--- src/rtl/core/tcw_pkg.sv ---
// Shared constants, types and codes of the text console writer.
package tcw_pkg;

    localparam int COLUMNS = 80;
    localparam int ROWS    = 25;
    localparam int CELLS   = COLUMNS * ROWS;

    localparam int ADDR_W  = $clog2(CELLS);
    localparam int CUR_W   = $clog2(CELLS + 1);
    localparam int COL_W   = $clog2(COLUMNS);

    // widths fixed by the port list
    localparam int OP_W    = 2;
    localparam int CHAR_W  = 8;
    localparam int ATTR_W  = 8;
    localparam int IDX_W   = 11;
    localparam int CELL_W  = CHAR_W + ATTR_W;
    localparam int CFG_AW  = 3;
    localparam int CFG_DW  = 3;

    localparam logic [OP_W-1:0] OP_PUT   = 2'd0;
    localparam logic [OP_W-1:0] OP_CLEAR = 2'd1;
    localparam logic [OP_W-1:0] OP_READ  = 2'd2;
    localparam logic [OP_W-1:0] OP_NOP   = 2'd3;

    localparam logic [CFG_AW-1:0] REG_FG     = 3'd0;
    localparam logic [CFG_AW-1:0] REG_BRIGHT = 3'd1;
    localparam logic [CFG_AW-1:0] REG_BG     = 3'd2;
    localparam logic [CFG_AW-1:0] REG_BLINK  = 3'd3;

    localparam logic [CHAR_W-1:0] NEWLINE    = 8'd10;
    localparam logic [ATTR_W-1:0] RESET_ATTR = 8'h8A;

    // one cell: character in the upper byte, attribute in the lower
    typedef struct packed {
        logic              we;
        logic [ADDR_W-1:0] waddr;
        logic [CELL_W-1:0] wdata;
        logic [ADDR_W-1:0] raddr;
    } t_ram_req;

    typedef struct packed {
        logic              valid;
        logic [CHAR_W-1:0] rchar;
        logic [ATTR_W-1:0] rattr;
        logic [CUR_W-1:0]  cursor;
    } t_result;

endpackage

--- src/rtl/core/tcw_ctrl.sv ---
// Operation sequencer: put, newline, scroll, clear and read against the cell memory.
module tcw_ctrl
    import tcw_pkg::*;
(
    input  logic              i_clk,
    input  logic              i_rst_n,
    input  logic              i_in_valid,
    output logic              o_in_stall,
    input  logic [OP_W-1:0]   i_operation,
    input  logic [CHAR_W-1:0] i_char_code,
    input  logic [IDX_W-1:0]  i_cell_index,
    input  logic [ATTR_W-1:0] i_attr,
    input  logic              i_slot_free,
    output t_result           o_res,
    output t_ram_req          o_ram_req,
    input  logic [CELL_W-1:0] i_ram_rdata
);

    localparam logic [2:0] S_IDLE   = 3'd0;
    localparam logic [2:0] S_FILL   = 3'd1;
    localparam logic [2:0] S_SCROLL = 3'd2;
    localparam logic [2:0] S_PUT    = 3'd3;
    localparam logic [2:0] S_READ   = 3'd4;
    localparam logic [2:0] S_DONE   = 3'd5;

    localparam logic [CUR_W-1:0] CUR_CELLS = CUR_W'(CELLS);
    localparam logic [CUR_W-1:0] CUR_COLS  = CUR_W'(COLUMNS);
    localparam logic [CUR_W-1:0] CUR_BODY  = CUR_W'(CELLS - COLUMNS);
    localparam logic [COL_W-1:0] COL_LAST  = COL_W'(COLUMNS - 1);

    logic [2:0]        r_state, n_state;
    logic [CUR_W-1:0]  r_cnt, n_cnt;
    logic [CUR_W-1:0]  r_cursor, n_cursor;
    logic [COL_W-1:0]  r_col, n_col;
    logic [CHAR_W-1:0] r_code, n_code;
    logic              r_put_pend, n_put_pend;
    logic [ATTR_W-1:0] r_fill_attr, n_fill_attr;
    logic              r_fill_reply, n_fill_reply;
    logic [CHAR_W-1:0] r_res_char, n_res_char;
    logic [ATTR_W-1:0] r_res_attr, n_res_attr;

    logic [CUR_W-1:0]  w_src;
    logic [CUR_W-1:0]  w_dst;
    logic              w_idx_ok;

    assign w_src    = r_cnt + CUR_COLS;
    assign w_dst    = r_cnt - CUR_W'(1);
    assign w_idx_ok = 32'(i_cell_index) < 32'(CELLS);

    assign o_in_stall   = (r_state != S_IDLE);
    assign o_res.valid  = (r_state == S_DONE);
    assign o_res.rchar  = r_res_char;
    assign o_res.rattr  = r_res_attr;
    assign o_res.cursor = r_cursor;

    always_comb begin
        n_state      = r_state;
        n_cnt        = r_cnt;
        n_cursor     = r_cursor;
        n_col        = r_col;
        n_code       = r_code;
        n_put_pend   = r_put_pend;
        n_fill_attr  = r_fill_attr;
        n_fill_reply = r_fill_reply;
        n_res_char   = r_res_char;
        n_res_attr   = r_res_attr;
        o_ram_req.we    = 1'b0;
        o_ram_req.waddr = r_cursor[ADDR_W-1:0];
        o_ram_req.wdata = {r_code, i_attr};
        o_ram_req.raddr = w_src[ADDR_W-1:0];

        unique case (r_state)
            S_IDLE: begin
                if (i_in_valid) begin
                    n_res_char = '0;
                    n_res_attr = '0;
                    n_state    = S_DONE;
                    unique case (i_operation)
                        OP_PUT: begin
                            if (r_cursor == CUR_CELLS) begin
                                // past the end: scroll first
                                n_code     = i_char_code;
                                n_put_pend = (i_char_code != NEWLINE);
                                n_cnt      = '0;
                                n_state    = S_SCROLL;
                            end else if (i_char_code == NEWLINE) begin
                                n_cursor = r_cursor - CUR_W'(r_col) + CUR_COLS;
                                n_col    = '0;
                            end else begin
                                o_ram_req.we    = 1'b1;
                                o_ram_req.wdata = {i_char_code, i_attr};
                                n_cursor = r_cursor + CUR_W'(1);
                                n_col    = (r_col == COL_LAST) ? '0 : r_col + COL_W'(1);
                            end
                        end
                        OP_CLEAR: begin
                            n_fill_attr  = i_attr;
                            n_fill_reply = 1'b1;
                            n_cnt        = '0;
                            n_state      = S_FILL;
                        end
                        OP_READ: begin
                            o_ram_req.raddr = ADDR_W'(i_cell_index);
                            if (w_idx_ok) begin
                                n_state = S_READ;
                            end
                        end
                        OP_NOP: begin
                            n_state = S_DONE;
                        end
                        default: begin
                            n_state = S_DONE;
                        end
                    endcase
                end
            end
            S_FILL: begin
                o_ram_req.we    = 1'b1;
                o_ram_req.waddr = r_cnt[ADDR_W-1:0];
                o_ram_req.wdata = {{CHAR_W{1'b0}}, r_fill_attr};
                if (r_cnt == CUR_CELLS - CUR_W'(1)) begin
                    n_state = r_fill_reply ? S_DONE : S_IDLE;
                end else begin
                    n_cnt = r_cnt + CUR_W'(1);
                end
            end
            S_SCROLL: begin
                // read one row ahead, write the word read in the previous cycle
                if (r_cnt != '0) begin
                    o_ram_req.we    = 1'b1;
                    o_ram_req.waddr = w_dst[ADDR_W-1:0];
                    o_ram_req.wdata = (r_cnt <= CUR_BODY) ? i_ram_rdata
                                                         : {{CHAR_W{1'b0}}, i_attr};
                end
                if (r_cnt == CUR_CELLS) begin
                    n_cursor = CUR_BODY;
                    n_col    = '0;
                    n_state  = r_put_pend ? S_PUT : S_DONE;
                end else begin
                    n_cnt = r_cnt + CUR_W'(1);
                end
            end
            S_PUT: begin
                o_ram_req.we = 1'b1;
                n_cursor = r_cursor + CUR_W'(1);
                n_col    = (r_col == COL_LAST) ? '0 : r_col + COL_W'(1);
                n_state  = S_DONE;
            end
            S_READ: begin
                n_res_char = i_ram_rdata[CELL_W-1:ATTR_W];
                n_res_attr = i_ram_rdata[ATTR_W-1:0];
                n_state    = S_DONE;
            end
            S_DONE: begin
                if (i_slot_free) begin
                    n_state = S_IDLE;
                end
            end
            default: begin
                n_state = S_IDLE;
            end
        endcase
    end

    always_ff @(posedge i_clk) begin
        if (!i_rst_n) begin
            r_state      <= S_FILL;
            r_cnt        <= '0;
            r_cursor     <= '0;
            r_col        <= '0;
            r_put_pend   <= 1'b0;
            r_fill_attr  <= RESET_ATTR;
            r_fill_reply <= 1'b0;
        end else begin
            r_state      <= n_state;
            r_cnt        <= n_cnt;
            r_cursor     <= n_cursor;
            r_col        <= n_col;
            r_put_pend   <= n_put_pend;
            r_fill_attr  <= n_fill_attr;
            r_fill_reply <= n_fill_reply;
        end
    end

    always_ff @(posedge i_clk) begin
        r_code     <= n_code;
        r_res_char <= n_res_char;
        r_res_attr <= n_res_attr;
    end

endmodule

--- config.mk ---
export PLATFORM = sky130hd
export DESIGN_NAME = tcw_ctrl
export DESIGN_NICKNAME = d
export VERILOG_FILES = /design/src/rtl/core/tcw_pkg.sv /design/src/rtl/core/tcw_ctrl.sv
export SDC_FILE = /design/constraint.sdc
export NUM_CORES = 1
export LEC_CHECK = 0
export ABC_CLOCK_PERIOD_IN_PS = 5000
export BUFFER_PORTS_ARGS = -buffer_cell sky130_fd_sc_hd__buf_2
export CORE_MARGIN = 3
export CORE_UTILIZATION = 30
export DETAILED_ROUTE_END_ITERATION = 8
export HOLD_SLACK_MARGIN = 0.06
export SETUP_SLACK_MARGIN = 0.15
export SYNTH_ARGS = -nofsm -noshare
export SYNTH_HDL_FRONTEND = slang
export SYNTH_SLANG_ARGS = --single-unit
export TNS_END_PERCENT = 10
--- constraint.sdc ---
create_clock -name i_clk -period 5 [get_ports i_clk]
set_clock_uncertainty 0.15 [all_clocks]
set_input_delay 0.25 -clock i_clk [delete_from_list [all_inputs] [get_ports i_clk]]
set_output_delay 0.25 -clock i_clk [all_outputs]
set_load 0.005 [all_outputs]
==> results_tabular.tex, run 1 <==
\begin{tabular}{lr}
\hline
Metric & Value \\
\hline
\multicolumn{2}{l}{\textbf{GRT}} \\
Wire length of the first global-routing pass & 24440 um \\
Number of global-route vias before repair & 4566 \\
Remaining global-route overflow & 0 \\
Number of antenna violations at the first check in global routing & 0 \\
Global Route Usage Sum & 0.1682 \\
Pin count of the biggest net entering global routing & 26 \\
\multicolumn{2}{l}{\textbf{Floorplan}} \\
Row cnt & 46 \\
Die Footprint & 0.01819 mm\^{}2 \\
Total core area & 0.01606 mm\^{}2 \\
Count of boundary I/O pins & 117 \\
Horiz. Die Dim & 134.9 um \\
Die span in y & 134.9 um \\
Initial Utilization & 0.3102 \\
\multicolumn{2}{l}{\textbf{Clock tree}} \\
TritonCTS clock tree & done \\
Number of gates resized after cts & 0 \\
Clock Path Buffers & 2 \\
Post-CTS Repair Setup Buffers & 0 \\
CTS Root Buffer Type & clkbuf\_16 \\
Number of CTS-inserted buffers & 9 \\
Clock network latency to the later pin of the worst-skew pair & 0.34 ns \\
CTS Sinks & 66 \\
Clock Pin Slew Worst Setup and Hold Paths & 0.06 ns \\
H-Tree Depth & 3 \\
\multicolumn{2}{l}{\textbf{Route}} \\
Post-detailed-route wirelength per cell & 16.56 um \\
Total Routed Length & 15460 um \\
Routed Antenna Nets & 0 \\
Number of detailed-route iterations in the first pass & 7 \\
DR iter-0 viols & 375 \\
Routed via count & 4985 \\
Vias/cell & 5.337 \\
Number of remaining DRC errors & 0 \\
\multicolumn{2}{l}{\textbf{Timing}} \\
Highest Clock Rate & 0.2614 GHz \\
Clock period minus final worst setup slack & 3.825 ns \\
Transition time of the tightest slew-check pin & 1.204 ns \\
Max-slew violation count & 0 \\
Final Hold Fails & 0 \\
Post-Route Setup TNS & 0 ns \\
Relative max-transition margin & 0.1939 \\
RSZ-0062 raised after global routing & no \\
Final setup viols & 0 \\
Period utilization & 0.7651 \\
\multicolumn{2}{l}{\textbf{Logic synthesis}} \\
Number of library cell types mapped by synthesis & 82 \\
Synthesized area per cell & 8.343 um\^{}2 \\
Flop and latch count out of synthesis & 66 \\
Top cell type's share of synthesized area & 0.1688 \\
Number of flops mapped to enable cells by yosys & 24 \\
Async set-or-reset flop fraction in the synthesized netlist & 0 \\
Synth Instances & 597 \\
Yosys warns & 0 \\
Area contributors post-synth & dfxtp\_1 (17\%), edfxtp\_1 (14\%), ha\_1 (6.8\%) \\
Top FF cell, synth & dfxtp\_1 \\
Netlist area before placement & 0.004981 mm\^{}2 \\
Number of nets produced by synthesis & 674 \\
Cell type with the highest aggregate area in the netlist & dfxtp\_1 \\
Sequential cell area fraction in the yosys report & 0.3135 \\
\multicolumn{2}{l}{\textbf{Final layout}} \\
Share of final-layout standard cells stronger than drive strength 1 & 0.2423 \\
Total of fill cells in the finished design & 1625 \\
Post-layout nets & 790 \\
Inserted Diodes & 0 \\
Final std cell area, no fill & 0.006183 mm\^{}2 \\
P\&R area growth vs syn & 24.14\% \\
\multicolumn{2}{l}{\textbf{Run}} \\
Count of max-cap constraint violations & 0 \\
\multicolumn{2}{l}{\textbf{Placed design}} \\
Count of input and output buffers & 116 \\
Detail Placement HPWL & 11130 um \\
Final GP Congestion & 0.8244 \\
Dpl cell area & 0.005650 mm\^{}2 \\
\multicolumn{2}{l}{\textbf{Worst setup path}} \\
Maximum fanout along the worst path & 24 \\
Endpoint arrival time on the critical path & 3.43 ns \\
Required time of the worst setup path & 4.60 ns \\
Crit. End Element & output pin \\
Critical Path Start Type & flip-flop \\
Type of the worst setup path & reg2out \\
Worst-case register-to-register setup slack & 2.10 ns \\
\multicolumn{2}{l}{\textbf{Power and ir drop}} \\
Leakage power figure & 0.002570 uW \\
PD cells & 201.6 mW/mm\^{}2 \\
Peak supply drop & 0.1628 mV \\
\multicolumn{2}{l}{\textbf{Hold path}} \\
Hold Path Class & in2reg \\
\multicolumn{2}{l}{\textbf{Status}} \\
Outcome & finished clean \\
\hline
\end{tabular}
-- sequential cells by signal (all words and copies together), names as in the netlist --
signal / count
r_col: 7
r_fill_attr: 8
r_cursor: 11
r_put_pend: 1
r_code: 8
r_res_attr: 8
r_res_char: 8
r_fill_reply: 1
r_state: 3
r_cnt: 11
-- what timing repair did --
| action | 4_1_cts | 5_1_grt |
|---|---|---|
| endpoints found under the hold margin | 26 | 0 |
| hold buffers | 26 | 0 |
| setup endpoints to repair | 0 | 0 |
-- logic make-up after synthesis --
group,after synthesis,share of synthesized area
xor gates and xnor gates,13,0.02286
and+or+nand+nor,232,0.2530
buffers and inverters,78,0.06958
AOI/OAI and AO/OA,172,0.2517
DFF,66,0.3135
muxes,8,0.01758
adders and majority gates,28,0.07184
-- synthesized netlist by cell type (5+ instances only) --
library cell and n:
o32ai_1 6, nand3_1 35, a21oi_1 36, dfxtp_1 42, clkbuf_1 21, ha_1 27, or2_2 5, a31oi_1 6
o221a_2 7, a21o_1 10, buf_2 10, and2_1 20, nor4_1 6, edfxtp_1 24, nor3_1 12, a222oi_1 7
o21ai_0 35, xor2_1 6, a22o_1 8, mux2_2 6, o211ai_1 5, a221o_1 7, and3_1 6, nor2_1 45
a211oi_1 6, nand2_1 55, nand2b_1 6, xnor2_1 7, or3_1 5, inv_1 37
-- cell usage in the layout (no fill, tap or decap), types with 5 or more instances in the layout --
master         synthesis  final
buf_2                 10    116
nor4_1                 6      6
and2_1                20     20
o32ai_1                6      6
a22o_1                 8      8
a211oi_1               6      6
ha_1                  27     27
clkbuf_16              0      9
xor2_1                 6      6
o211ai_1               5      5
a31oi_1                6      6
nor3_1                12     12
a21oi_1               36     36
or2_2                  5      5
mux2_2                 6      6
nand2_1               55     55
dlygate4sd3_1          0     26
nor2_1                45     45
dfxtp_1               42     42
a222oi_1               7      7
a21o_1                10     10
inv_1                 37     37
or3_1                  5      5
edfxtp_1              24     24
nand2b_1               6      6
o21ai_0               35     35
xnor2_1                7      7
nand3_1               35     35
o221a_2                7      7
a221o_1                7      7
and3_1                 6      6
-- critical path, stage by stage (launching register included) --
cell and delay [ns]:
dfxtp_1 0.44, inv_1 0.12, ha_1 0.23, nor3b_4 0.19, and4b_1 0.24, nand2b_2 0.38
a21oi_2 0.76, nor2_1 0.30, a21o_1 0.28, buf_2 0.13
-- layer usage --
layer | track usage | routed length [um]
met5 | 0 | 0
met4 | 0.06165 | 353
met3 | 0.03428 | 1031
met2 | 0.2551 | 7002
met1 | 0.2365 | 7076
-- layout make-up --
class,instances,area [um^2],share of cell area
clock buffers,10,229.0,0.03703
clock inverters,6,43.79,0.007082
inverters,38,142.6,0.02307
multi-input cells,453,3073,0.4970
flip-flops and latches,66,1562,0.2525
well taps,216,270.3,0.04371
repair buffers,145,863.3,0.1396
-- worst paths after layout --
kind	from	endpoint	depth (start not counted)
worst max register to register	r_state[0]	r_cnt[3]	6
worst max-delay path	r_cnt[0]	o_ram_req[11]	9
worst min register to register	r_fill_reply	r_fill_reply	2
worst min-delay path	i_ram_rdata[7]	r_res_attr[7]	2
-- stage by stage --
stage | instances | utilization | power, uW | setup WS, ns | hold WS, ns
final | 934 | 0.3851 | 1246 | 1.175 | 0.06859
after global routing | 934 | 0.3851 | 1292 | 0.9309 | 0.06491
after CTS | 934 | 0.3851 | 1256 | 1.230 | 0.06513
after detailed placement | 892 | 0.3519 | 651.8 | 1.592 | 0.3047
after global placement | 892 | 0.3519 | 652.8 | 1.725 | 0.2987
after floorplan | 597 | - | 612.8 | 2.365 | 0.1989
-- power breakdown --
| part | total (uW) | internal, uW | switching, uW |
|---|---|---|---|
| clock | 588 | 336 | 252 |
| combinational | 97.5 | 49.8 | 47.7 |
| sequential | 560 | 556 | 4.57 |
| total | 1250 | 942 | 305 |
Power figures use the tool's default switching activity.
==> inputs of run 2 (changes only) <==
- ABC_CLOCK_PERIOD_IN_PS: 5000 -> 3950
- clock period: 5 -> 3.95 ns (I/O delays scaled with it)
==> run 2 against run 1 <==
  * Clock-buffer cell count down 1
  * Combinational power is 32% higher
  * Via count increased by 0.88%
  * Die area unchanged
  * Clock power increased by 50%
  * Worst setup slack worse by 0.64 ns
  * Highest routed layer unchanged
==> results_tabular.tex, run 2 (synthesis gave the netlist of run 1 again) <==
\begin{tabular}{lr}
\hline
Metric & Value \\
\hline
\multicolumn{2}{l}{\textbf{Power and ir drop}} \\
PD cells & 270.6 mW/mm\^{}2 (was 201.6 mW/mm\^{}2) \\
Internal cell power & 1330 uW (was 941.7 uW) \\
Switching part of the total power & 0.2272 (was 0.2444) \\
Clock group share of total power & 0.512 (was 0.472) \\
Comb pwr share & 0.075 (was 0.078) \\
Leakage power figure & 0.002662 uW (was 0.002570 uW) \\
Peak supply drop & 0.1801 mV (was 0.1628 mV) \\
Net Sw Power & 391.0 uW (was 304.6 uW) \\
Flop pwr share & 0.412 (was 0.450) \\
\multicolumn{2}{l}{\textbf{Route}} \\
Routed length on met2 & 7450 um (was 7002 um) \\
Vias/cell & 5.305 (was 5.337) \\
Number of remaining DRC errors & 0 (unchanged) \\
Met3 wire length & 944 um (was 1031 um) \\
Number of detailed-route iterations in the first pass & 5 (was 7) \\
Total Routed Length & 15810 um (was 15460 um) \\
Highest routed layer & met4 (unchanged) \\
Post-detailed-route wirelength per cell & 16.68 um (was 16.56 um) \\
Routed Antenna Nets & 0 (unchanged) \\
Routed via count & 5029 (was 4985) \\
DR iter-0 viols & 424 (was 375) \\
Routed metal-1 wire length & 7193 um (was 7076 um) \\
\multicolumn{2}{l}{\textbf{Final layout}} \\
Post-layout nets & 804 (was 790) \\
Most frequent cells in the layout & buf\_2 (116), nand2\_1 (55), nor2\_1 (45) (unchanged) \\
Commonest non-fill, non-tap cell in the layout & buf\_2 (unchanged) \\
Share of final-layout standard cells stronger than drive strength 1 & 0.2486 (was 0.2423) \\
Largest regs & r\_cnt: 11 flops, r\_cursor: 11 flops (unchanged) \\
Total of fill cells in the finished design & 1608 (was 1625) \\
P\&R area growth vs syn & 27.66\% (was 24.14\%) \\
Inserted Diodes & 0 (unchanged) \\
\multicolumn{2}{l}{\textbf{Clock tree}} \\
Clock Path Buffers & 2 (unchanged) \\
Clock network latency to the later pin of the worst-skew pair & 0.33 ns (was 0.34 ns) \\
CTS Root Buffer Type & clkbuf\_16 (unchanged) \\
CTS Sinks & 66 (unchanged) \\
TritonCTS clock tree & done (unchanged) \\
H-Tree Depth & 3 (unchanged) \\
Post-CTS Repair Setup Buffers & 0 (unchanged) \\
Clock Pin Slew Worst Setup and Hold Paths & 0.06 ns (about the same) \\
Number of CTS-inserted buffers & 9 (unchanged) \\
\multicolumn{2}{l}{\textbf{Worst setup path}} \\
Worst-case register-to-register setup slack & 1.04 ns (was 2.10 ns) \\
Dominant delay contributor by cell family on the critical path & simple AND/OR/NAND/NOR gates (unchanged) \\
Cell-by-cell listing of the critical path & inv\_1 -> ha\_1 -> nor3b\_4 -> and4b\_1 -> nand2b\_2 -> a21oi\_2 -> nor2\_1 -> a21o\_1 -> buf\_2 (unchanged) \\
Endpoint arrival time on the critical path & 3.07 ns (was 3.43 ns) \\
Type of the worst setup path & reg2out (unchanged) \\
Slowest cell on the critical path & a21oi\_2 (unchanged) \\
Max incr delay on CP & 0.50 ns (was 0.76 ns) \\
Worst Path Buf+Inv & 2 (unchanged) \\
Crit. End Element & output pin (unchanged) \\
Maximum fanout along the worst path & 24 (unchanged) \\
Required time of the worst setup path & 3.60 ns (was 4.60 ns) \\
Critical Path Start Type & flip-flop (unchanged) \\
\multicolumn{2}{l}{\textbf{Floorplan}} \\
Initial Utilization & 0.3102 (unchanged) \\
Total core area & 0.01606 mm\^{}2 (unchanged) \\
Die span in y & 134.9 um (unchanged) \\
Row cnt & 46 (unchanged) \\
Die Footprint & 0.01819 mm\^{}2 (unchanged) \\
Count of boundary I/O pins & 117 (unchanged) \\
Horiz. Die Dim & 134.9 um (unchanged) \\
\multicolumn{2}{l}{\textbf{GRT}} \\
Remaining global-route overflow & 0 (unchanged) \\
Pin count of the biggest net entering global routing & 25 (was 26) \\
Global Route Usage Sum & 0.1681 (was 0.1682) \\
Number of antenna violations at the first check in global routing & 0 (unchanged) \\
Number of global-route vias before repair & 4685 (was 4566) \\
Wire length of the first global-routing pass & 24690 um (was 24440 um) \\
\multicolumn{2}{l}{\textbf{Placed design}} \\
Final GP Congestion & 0.8563 (was 0.8244) \\
Detail Placement HPWL & 11420 um (was 11130 um) \\
Count of input and output buffers & 116 (unchanged) \\
\multicolumn{2}{l}{\textbf{Timing}} \\
Max-slew violation count & 0 (unchanged) \\
Post-Route Setup TNS & 0 ns (unchanged) \\
Highest Clock Rate & 0.2928 GHz \\
Period utilization & 0.8647 \\
Transition time of the tightest slew-check pin & 0.7368 ns (was 1.204 ns) \\
Hold slack final & 0.1265 ns (was 0.06859 ns) \\
Clock period minus final worst setup slack & 3.416 ns \\
Final setup viols & 0 (unchanged) \\
RSZ-0062 raised after global routing & no (unchanged) \\
Relative max-transition margin & 0.5073 (was 0.1939) \\
Final Hold Fails & 0 (unchanged) \\
\multicolumn{2}{l}{\textbf{Run}} \\
Count of max-cap constraint violations & 0 (unchanged) \\
\multicolumn{2}{l}{\textbf{Hold path}} \\
Hold Path Class & in2reg (unchanged) \\
\multicolumn{2}{l}{\textbf{Status}} \\
Outcome & finished clean (unchanged) \\
\hline
\end{tabular}
[run 2: layer usage]
metal	track usage	vias to the layer above
li1	-	2470
met1	0.2342	2370
met2	0.2699	175
met3	0.02683	14
met4	0.04808	0
met5	0	-
[run 2: worst reg2reg max path, stage by stage, from the launching register on]
cell	delay, ns
dfxtp_1	0.45
inv_1	0.12
ha_1	0.20
inv_1	0.05
ha_1	0.20
inv_1	0.07
fa_1	0.37
nand2b_1	0.20
a21oi_1	0.27
o32ai_1	0.15
xnor2_1	0.13
o32a_1	0.17
o221a_2	0.26
[run 2: through the flow]
| step | power (uW) | instances | setup WS (ns) | area, um^2 | utilization |
|---|---|---|---|---|---|
| final | 1721 | 948 | 0.5343 | 6359 | 0.3960 |
| after global routing | 1778 | 948 | 0.2525 | 6359 | 0.3960 |
| after CTS | 1736 | 948 | 0.5383 | 6359 | 0.3960 |
| after detailed placement | 826.4 | 899 | 0.8951 | 5703 | 0.3552 |
| after global placement | 826.9 | 899 | 0.9312 | 5703 | 0.3552 |
| after floorplan | 775.6 | 597 | 1.315 | 4981 | - |
[run 2: repair_timing]
action                                 4_1_cts  5_1_grt
resized for setup                            0        0
endpoints found under the hold margin       33        0
hold buffers                                33        0
setup endpoints to repair                    0        0
[run 2: area by class of cell]
cell class              instances  area [um^2]  area share
clock buffers                   9        225.2     0.03542
clock inverters                 7        100.1     0.01574
inverters                      38        142.6     0.02243
multi-input cells             453         3073      0.4833
flip-flops and latches         66         1562      0.2456
well taps                     216        270.3     0.04250
repair buffers                159        985.9      0.1551
[run 2: power by group through the flow]
| stage | Combinational [uW] | Clock (uW) | Sequential (uW) |
|---|---|---|---|
| 2_1_floorplan | 54.1 | 0 | 722 |
| 3_3_place_gp | 102 | 0 | 725 |
| 3_5_place_dp | 102 | 0 | 725 |
| 4_1_cts | 128 | 898 | 710 |
| 5_1_grt | 142 | 926 | 710 |
| 6_report | 129 | 882 | 710 |
[run 2: worst paths after layout]
kind | from | to | cells after the start
setup / recovery | r_cnt[0] | o_ram_req[15] | 9
hold / removal | i_operation[0] | r_fill_attr[5] | 3
setup reg to reg | r_cursor[0] | r_cursor[9] | 12
hold reg to reg | r_fill_attr[2] | r_fill_attr[2] | 2
==> inputs of run 3 (changes only) <==
- CTS_BUF_LIST: unset -> sky130_fd_sc_hd__clkbuf_8
==> run 3 against run 2 <==
  * Largest power group is now sequential cells
  * Critical endpoint unchanged
  * Hold slack got worse by 0.025 ns
  * Non-clock buffer count is the same
  * Critical path type unchanged
  * Global-route usage up 0.065 points
  * Die area unchanged
  * Via count shrank 0.36%
  * Register-to-register slack about the same
  * Sequential share of layout area is 0.40 points higher
  * Sequential power is essentially flat
  * Routed wire length down 0.49%
  * Core utilization shrank 0.63 points
  * Design area shrank 1.6%
==> results_tabular.tex, run 3 (synthesis gave the netlist of run 1 again) <==
\begin{tabular}{lr}
\hline
Metric & Value \\
\hline
\multicolumn{2}{l}{\textbf{Final layout}} \\
Largest regs & r\_cnt: 11 flops, r\_cursor: 11 flops (unchanged) \\
Inserted Diodes & 0 (unchanged) \\
Post-layout nets & 804 (unchanged) \\
Commonest non-fill, non-tap cell in the layout & buf\_2 (unchanged) \\
Non-filler instance count after layout & 948 (unchanged) \\
P\&R area growth vs syn & 25.62\% (was 27.66\%) \\
Most frequent cells in the layout & buf\_2 (116), nand2\_1 (55), nor2\_1 (45) (unchanged) \\
Share of final-layout standard cells stronger than drive strength 1 & 0.2486 (unchanged) \\
\multicolumn{2}{l}{\textbf{Clock tree}} \\
H-Tree Depth & 3 (unchanged) \\
CTS Root Buffer Type & clkbuf\_8 (was clkbuf\_16) \\
Clock Pin Slew Worst Setup and Hold Paths & 0.08 ns (was 0.06 ns) \\
Number of gates resized after cts & 0 (unchanged) \\
Clock network latency to the later pin of the worst-skew pair & 0.36 ns (was 0.33 ns) \\
Clock Path Buffers & 2 (unchanged) \\
Number of CTS-inserted buffers & 9 (unchanged) \\
TritonCTS clock tree & done (unchanged) \\
CTS Sinks & 66 (unchanged) \\
\multicolumn{2}{l}{\textbf{Timing}} \\
Max-slew violation count & 0 (unchanged) \\
Highest Clock Rate & 0.2905 GHz (was 0.2928 GHz) \\
Post-Route Setup TNS & 0 ns (unchanged) \\
Period utilization & 0.8716 (was 0.8647) \\
Clock period minus final worst setup slack & 3.443 ns (was 3.416 ns) \\
Relative max-transition margin & 0.5017 (was 0.5073) \\
Final Hold Fails & 0 (unchanged) \\
Transition time of the tightest slew-check pin & 0.7451 ns (was 0.7368 ns) \\
RSZ-0062 raised after global routing & no (unchanged) \\
Hold slack final & 0.1016 ns (was 0.1265 ns) \\
Final setup viols & 0 (unchanged) \\
\multicolumn{2}{l}{\textbf{Route}} \\
Routed Antenna Nets & 0 (unchanged) \\
Routed metal-1 wire length & 7165 um (was 7193 um) \\
Vias/cell & 5.286 (was 5.305) \\
Met3 wire length & 938 um (was 944 um) \\
Number of detailed-route iterations in the first pass & 8 (was 5) \\
Post-detailed-route wirelength per cell & 16.60 um (was 16.68 um) \\
DR iter-0 viols & 417 (was 424) \\
Routed via count & 5011 (was 5029) \\
Total Routed Length & 15730 um (was 15810 um) \\
Routed length on met2 & 7420 um (was 7450 um) \\
Highest routed layer & met4 (unchanged) \\
Number of remaining DRC errors & 0 (unchanged) \\
\multicolumn{2}{l}{\textbf{GRT}} \\
Global Route Usage Sum & 0.1688 (was 0.1681) \\
Number of antenna violations at the first check in global routing & 0 (unchanged) \\
Pin count of the biggest net entering global routing & 25 (unchanged) \\
Remaining global-route overflow & 0 (unchanged) \\
Number of global-route vias before repair & 4666 (was 4685) \\
Wire length of the first global-routing pass & 24650 um (was 24690 um) \\
\multicolumn{2}{l}{\textbf{Placed design}} \\
Detail Placement HPWL & 11420 um (unchanged) \\
Count of input and output buffers & 116 (unchanged) \\
Placed Instances & 899 (unchanged) \\
Final GP Congestion & 0.8563 (unchanged) \\
\multicolumn{2}{l}{\textbf{Floorplan}} \\
Total core area & 0.01606 mm\^{}2 (unchanged) \\
Row cnt & 46 (unchanged) \\
Horiz. Die Dim & 134.9 um (unchanged) \\
Die Footprint & 0.01819 mm\^{}2 (unchanged) \\
Initial Utilization & 0.3102 (unchanged) \\
Die span in y & 134.9 um (unchanged) \\
Count of boundary I/O pins & 117 (unchanged) \\
\multicolumn{2}{l}{\textbf{Hold path}} \\
Hold Path Class & in2reg (unchanged) \\
\multicolumn{2}{l}{\textbf{Worst setup path}} \\
Required time of the worst setup path & 3.60 ns (about the same) \\
Type of the worst setup path & reg2out (unchanged) \\
Crit. End Element & output pin (unchanged) \\
Maximum fanout along the worst path & 24 (unchanged) \\
Critical Path Start Type & flip-flop (unchanged) \\
Endpoint arrival time on the critical path & 3.10 ns (was 3.07 ns) \\
\multicolumn{2}{l}{\textbf{Power and ir drop}} \\
Overall Power & 1498 uW (was 1721 uW) \\
Leakage power figure & 0.002616 uW (was 0.002662 uW) \\
PD cells & 239.4 mW/mm\^{}2 (was 270.6 mW/mm\^{}2) \\
Peak supply drop & 0.1460 mV (was 0.1801 mV) \\
\multicolumn{2}{l}{\textbf{Run}} \\
Count of max-cap constraint violations & 0 (unchanged) \\
\multicolumn{2}{l}{\textbf{Status}} \\
Outcome & finished clean (unchanged) \\
\hline
\end{tabular}
## run 3: cell counts in the layout (fill, tap and decap cells not counted)
Identical to the previous run, type by type.
## run 3: worst paths after layout
check,to,cells past startpoint,from,slack (ns)
hold reg to reg,r_fill_attr[2],2,r_fill_attr[2],0.31
setup reg to reg,r_cursor[9],12,r_cursor[0],1.03
setup / recovery,o_ram_req[15],9,r_cnt[0],0.51
hold / removal,r_fill_attr[5],3,i_operation[0],0.10
## run 3: stage by stage
stage                     cell area [um^2]  utilization  setup WS, ns
after floorplan                       4981            -         1.315
after global placement                5703       0.3552        0.9312
after detailed placement              5703       0.3552        0.8951
after CTS                             6257       0.3897        0.5030
after global routing                  6257       0.3897        0.2060
final                                 6257       0.3897        0.5071
## run 3: repair_timing
item / CTS / global route
setup buffers: 0 / 0
endpoints found under the hold margin: 33 / 0
hold buffers: 33 / 0
## run 3: metal layers
layer  global-route usage  vias to the layer above
li1                     -                     2482
met1               0.2346                     2343
met2               0.2685                      174
met3              0.03241                       12
met4              0.04638                        0
met5                    0                        -
## run 3: worst max-delay path, cell delays in order (launching register included)
cell and delay [ns]:
dfxtp_1 0.47, inv_1 0.12, ha_1 0.24, nor3b_4 0.20, and4b_1 0.24, nand2b_2 0.37, a21oi_2 0.50, nor2_1 0.24
a21o_1 0.23, buf_2 0.12
## run 3: area by class of cell
type                       count  area [um^2]
clock buffer                   9        123.9
clock inverter                 7        100.1
fill                        1624         9801
inverter                      38        142.6
multi-input combinational    453         3073
sequential                    66         1562
tap                          216        270.3
timing repair buffer         159        985.9
## run 3: report_power, final
group | switching, uW | internal [uW] | total, uW
sequential | 6.24 | 702 | 709
combinational | 60.6 | 68.2 | 129
clock | 300 | 361 | 661
total | 367 | 1130 | 1500
